**src/rtl/fcc_pkg.sv**
```systemverilog
// Package for the FAT cluster chain engine: field widths, register indexes,
// codes, thresholds and the request and response types of the shared divider.
// Depends on nothing; fcc_if, fcc_div and the top level use it, fcc_store does not.
package fcc_pkg;

  // Default size of the byte store that holds the first FAT copy.
  localparam int unsigned FAT_STORE_BYTES_DEF = 65536;
  // Bytes in one directory entry.
  localparam int unsigned DIR_ENTRY_BYTES = 32;

  // Cluster count thresholds that separate the FAT types.
  localparam logic [31:0] FAT12_MAX_CLUSTERS = 32'd4085;
  localparam logic [31:0] FAT16_MAX_CLUSTERS = 32'd65525;

  // End-of-chain and bad-cluster thresholds, one for each FAT type.
  localparam logic [31:0] EOC_FAT12 = 32'h0000_0FF7;
  localparam logic [31:0] EOC_FAT16 = 32'h0000_FFF7;
  localparam logic [31:0] EOC_FAT32 = 32'h0FFF_FFF7;
  localparam logic [31:0] FAT12_ENTRY_MASK = 32'h0000_0FFF;

  // Register reset values.
  localparam logic [12:0] BPS_RST = 13'd512;
  localparam logic [7:0]  SPC_RST = 8'd1;
  localparam logic [15:0] RS_RST  = 16'd1;
  localparam logic [2:0]  NF_RST  = 3'd2;
  localparam logic [23:0] SPF_RST = 24'd9;
  localparam logic [15:0] RDE_RST = 16'd224;
  localparam logic [31:0] TS_RST  = 32'd2880;
  localparam logic [27:0] RC_RST  = 28'd2;

  // Channel field widths.
  localparam int unsigned CFG_IDX_W  = 3;
  localparam int unsigned CFG_DATA_W = 32;
  localparam int unsigned MODE_W     = 2;
  localparam int unsigned ADDR_W     = 16;
  localparam int unsigned BYTE_W     = 8;
  localparam int unsigned CLUSTER_W  = 28;
  localparam int unsigned WORD_W     = 32;
  localparam int unsigned TYPE_W     = 2;

  // Configuration register indexes.
  typedef enum logic [CFG_IDX_W-1:0] {
    REG_BYTES_PER_SECTOR    = 3'd0,
    REG_SECTORS_PER_CLUSTER = 3'd1,
    REG_RESERVED_SECTORS    = 3'd2,
    REG_NUMBER_OF_FATS      = 3'd3,
    REG_SECTORS_PER_FAT     = 3'd4,
    REG_ROOT_DIR_ENTRIES    = 3'd5,
    REG_TOTAL_SECTORS       = 3'd6,
    REG_ROOT_CLUSTER        = 3'd7
  } cfg_idx_e;

  // Operation codes of an input beat.
  typedef enum logic [MODE_W-1:0] {
    MODE_WRITE  = 2'd0,
    MODE_FOLLOW = 2'd1,
    MODE_SCAN   = 2'd2,
    MODE_NONE   = 2'd3
  } mode_e;

  // FAT type codes.
  typedef enum logic [TYPE_W-1:0] {
    FAT12 = 2'd0,
    FAT16 = 2'd1,
    FAT32 = 2'd2
  } fat_type_e;

  // Shared divider request and response.
  typedef struct packed {
    logic        start;
    logic [31:0] num;
    logic [31:0] den;
  } div_req_t;

  typedef struct packed {
    logic        done;
    logic [31:0] quot;
  } div_rsp_t;

endpackage

```
**src/rtl/fcc_div.sv**
```systemverilog
// Shared restoring divider, one quotient bit per cycle.
// Depends on fcc_pkg for the request and response types.
module fcc_div (
  input  logic              clk_i,
  input  logic              rst_ni,
  input  fcc_pkg::div_req_t req_i,
  output fcc_pkg::div_rsp_t rsp_o
);
  import fcc_pkg::*;

  logic        busy_q, busy_d;
  logic        done_q, done_d;
  logic [5:0]  cnt_q, cnt_d;
  logic [32:0] rem_q, rem_d;
  logic [31:0] quo_q, quo_d;
  logic [31:0] den_q, den_d;
  logic [32:0] rem_sh;

  // One shift and trial subtract per cycle.
  always_comb begin
    busy_d = busy_q;
    done_d = 1'b0;
    cnt_d  = cnt_q;
    rem_d  = rem_q;
    quo_d  = quo_q;
    den_d  = den_q;
    rem_sh = {rem_q[31:0], quo_q[31]};
    if (req_i.start) begin
      busy_d = 1'b1;
      cnt_d  = 6'd32;
      rem_d  = '0;
      quo_d  = req_i.num;
      den_d  = req_i.den;
    end else if (busy_q) begin
      if (rem_sh >= {1'b0, den_q}) begin
        rem_d = rem_sh - {1'b0, den_q};
        quo_d = {quo_q[30:0], 1'b1};
      end else begin
        rem_d = rem_sh;
        quo_d = {quo_q[30:0], 1'b0};
      end
      cnt_d = cnt_q - 6'd1;
      if (cnt_q == 6'd1) begin
        busy_d = 1'b0;
        done_d = 1'b1;
      end
    end
  end

  always_ff @(posedge clk_i or negedge rst_ni) begin
    if (!rst_ni) begin
      busy_q <= 1'b0;
      done_q <= 1'b0;
      cnt_q  <= '0;
    end else begin
      busy_q <= busy_d;
      done_q <= done_d;
      cnt_q  <= cnt_d;
    end
  end

  always_ff @(posedge clk_i) begin
    rem_q <= rem_d;
    quo_q <= quo_d;
    den_q <= den_d;
  end

  assign rsp_o.done = done_q;
  assign rsp_o.quot = quo_q;

endmodule

```
**config.mk**
```make
export PLATFORM = sky130hd
export DESIGN_NAME = fcc_div
export DESIGN_NICKNAME = d
export VERILOG_FILES = /design/src/rtl/fcc_pkg.sv /design/src/rtl/fcc_div.sv
export SDC_FILE = /design/constraint.sdc
export NUM_CORES = 1
export LEC_CHECK = 0
export BUFFER_PORTS_ARGS = -buffer_cell sky130_fd_sc_hd__buf_2
export CAP_MARGIN = 30
export CORE_MARGIN = 8
export CORE_UTILIZATION = 57
export CTS_CLUSTER_SIZE = 28
export DETAILED_ROUTE_END_ITERATION = 10
export PLACE_DENSITY_LB_ADDON = 0.2
export SYNTH_ARGS = -nofsm -noshare
export SYNTH_HDL_FRONTEND = slang
export SYNTH_SLANG_ARGS = --single-unit
```
**constraint.sdc**
```tcl
create_clock -name clk_i -period 2.95 [get_ports clk_i]
set_clock_uncertainty 0.1 [all_clocks]
set_input_delay 0.295 -clock clk_i [delete_from_list [all_inputs] [get_ports clk_i]]
set_output_delay 0.295 -clock clk_i [all_outputs]
set_load 0.005 [all_outputs]
```
==> flow_summary.toml <==
[worst_setup_path]
regToRegStartpoint = "den_q[1]"
ff2ff_path_depth = 11
critPathRequiredTime_ps = 3160
crit_type = "register to register"
crit_path_end_kind = "register"
cp-start-kind = "register"
endpoint = "rem_q[19]"
crit_fanout = 4
rr_endpoint = "rem_q[19]"
crit_start = "den_q[1]"
cpPeakStageDelay_ps = 390
crit_chain = "inv_1 > ha_4 > nor2b_4 > o2111ai_4 > a2111oi_4 > nand3b_4 > a21oi_4 > buf_4 > o21a_4 > a311o_1 > a311oi_2"
r2r_slack_ps = 70
slowest_stage = "a2111oi_4"
cp.arrival_ps = 3090

[cts]
cts_root_buffer = "clkbuf_8"
cts.sinks = 104
path_clk_slew_ps = 110
cts_buffer_depth = 2
htree_levels = 3
clock_latency_ps = 400
cts_tree = "built"
cts-buffers-inserted = 9

[floorplan]
pin_count = 100
num_rows = 37
core_area_um2 = 10300
start_util_pct = 58.6
fp.dieH_um = 119
die_w_um = 119
die_area_um2 = 14200

[global_route]
grt_max_degree = 66
antenna_found_initial = 0
first_global_vias = 5212
grt_pass1_wl_um = 24500
overflow = 0
grt_use_total_pct = 20.9

[synthesis]
yosys-top-cells-area = "edfxtp_1, dfxtp_1, ha_1, mux2_2, nand2_1"
syn_nets = 725
netlist_area_um2 = 6050
syn_area_per_cell_um2 = 9.71
ys_types = 56
synth_cells = 623
ys_ff_latch = 104
synth_ff_type = "edfxtp_1"
synth_area_leader_cell = "edfxtp_1"
yosysMostFrequentCell = "nand2_1"
ys_seq_area_share_pct = 45.6
synth_edf_count = 64
yosysWarnings = 0
synth_commonest_cells = "nand2_1, edfxtp_1, nor2_1"
synthArstFlopShare_pct = 7.69
netlist.area_leader.share_pct = 31.8

[final_layout]
final_area_um2 = 7580
syn_to_final_growth_pct = 25.2
antennaDiodeCount = 0
fin_nets = 873
fin_cells = 912
drive_above_1_share_pct = 28.0
utilization_pct = 73.4

[sta]
drv_slew = 0
final-hold-violation-count = 0
tightest_slew_ps = 620
whs_ps = 83.0
layout_setup_ws_ps = 71.8
min_period_ps = 2880
finalSetupTns_ps = 0
fmax_mhz = 347
final-setup-viol-count = 0
period_share_pct = 97.6
slew_headroom_pct = 58.6

[status]
status = "completed"

[placed_design]
dpl_worst_slack_ps = -12.4
finalWeightedCongestion = 0.903
numPortBuffers = 99
hpwl_um = 10600
place_inst = 855
post_dp_cell_area_um2 = 6830

[worst_hold_path]
holdCritStartpoint = "req_i[63]"
hp-class = "primary input to register"

[job]
cap_viol_max_count = 0

[route]
vias = 5063
drc = 0
drtIter0Drc = 284
wl_um = 14900
via_per_inst = 5.55
drt.antenna.violating_nets = 0
first_pass_iters = 5
wire_per_inst_um = 16.4

[pwr]
power_density_nw_per_um2 = 873
power.leakage_nw = 3.28
finalPower_mw = 6.62
ir_drop_v = 0.000517
## repair_timing
item | 4_1_cts | 5_1_grt
hold buffers | 33 | 0
setup endpoints to repair | 16 | 25
gates cloned | 0 | 1
buffers inserted | 5 | 2
resized for setup | 4 | 25
hold endpoints to repair | 40 | 0
pin swaps | 1 | 8
## cell usage in the layout (no fill, tap or decap), types with 3 or more instances in the layout
cell | synthesis | routed
nor2b_1 | 6 | 4
ha_1 | 34 | 31
mux2i_1 | 3 | 3
nand2b_1 | 5 | 5
and2_1 | 3 | 3
a21oi_1 | 38 | 37
dfrtp_1 | 8 | 7
o21ai_1 | 10 | 11
o21a_1 | 4 | 3
nand2_1 | 89 | 89
nand3b_1 | 3 | 3
clkinv_4 | 0 | 3
a211oi_1 | 7 | 6
nand3_1 | 7 | 7
inv_1 | 42 | 42
a31oi_2 | 2 | 3
xnor2_1 | 21 | 21
a311oi_1 | 24 | 22
dfxtp_1 | 32 | 32
o21ai_0 | 17 | 15
xor2_1 | 10 | 10
clkbuf_8 | 0 | 10
buf_2 | 8 | 98
buf_4 | 1 | 39
mux2_2 | 32 | 32
dlygate4sd3_1 | 0 | 33
nor2_1 | 57 | 57
nor3_1 | 7 | 7
o211ai_1 | 5 | 5
a21o_1 | 12 | 12
nand4_1 | 11 | 11
edfxtp_1 | 64 | 64
## power by group
part           internal (mW)  total (mW)  switching [mW]
Sequential              1.89        2.13           0.237
Combinational           1.60        3.53            1.93
Clock                  0.429       0.958           0.530
## sequential cells by signal (all words and copies together), names as in the netlist
register  flops
rem_q        32
busy_q        1
quo_q        32
done_q        1
den_q        32
cnt_q         6
## layer usage
| layer | routed length (µm) | up-vias | track usage (%) |
|---|---|---|---|
| li1 | - | 2516 | - |
| met1 | 6340 | 2395 | 24.6 |
| met2 | 7370 | 130 | 34.6 |
| met3 | 942 | 22 | 7.27 |
| met4 | 268 | 0 | 7.83 |
| met5 | 0 | - | 0 |
## final cells by class
type	count	area [µm²]
Inverter	42	158
Fill cell	778	2750
Sequential cell	104	2760
Clock inverter	6	76.3
Multi-Input combinational cell	440	3110
Tap cell	136	170
Timing Repair Buffer	174	1160
Clock buffer	10	138
## logic make-up (layout without fill, tap and decap cells)
group | Yosys count | in the layout | synth area share, %
buffers and inverters | 79 | 232 | 5.25
muxes | 35 | 35 | 6.45
and+or+nand+nor | 198 | 198 | 14.6
DFF | 104 | 104 | 45.6
AOI/OAI and AO/OA | 141 | 141 | 16.2
xor gates and xnor gates | 31 | 31 | 4.49
adders and majority gates | 35 | 35 | 7.36
## critical path: cells and delay by family (launching register included)
kind / cells / cell delay, ps
buf+inv: 2 / 240
compound gates: 6 / 1420
simple gates: 2 / 390
fa+ha+maj: 1 / 270
flops: 1 / 360
## worst min-delay path by stage
| stage | to | slack (ps) | cells past startpoint |
|---|---|---|---|
| after CTS | quo_q[25] | 70 | 2 |
| after detailed placement | cnt_q[0] | 50 | 1 |
| final | quo_q[31] | 80 | 2 |
| after global routing | quo_q[25] | 60 | 2 |
| after floorplan | busy_q | -100 | 0 |
| after global placement | cnt_q[0] | 40 | 1 |
(Power assumes the default switching activity.)
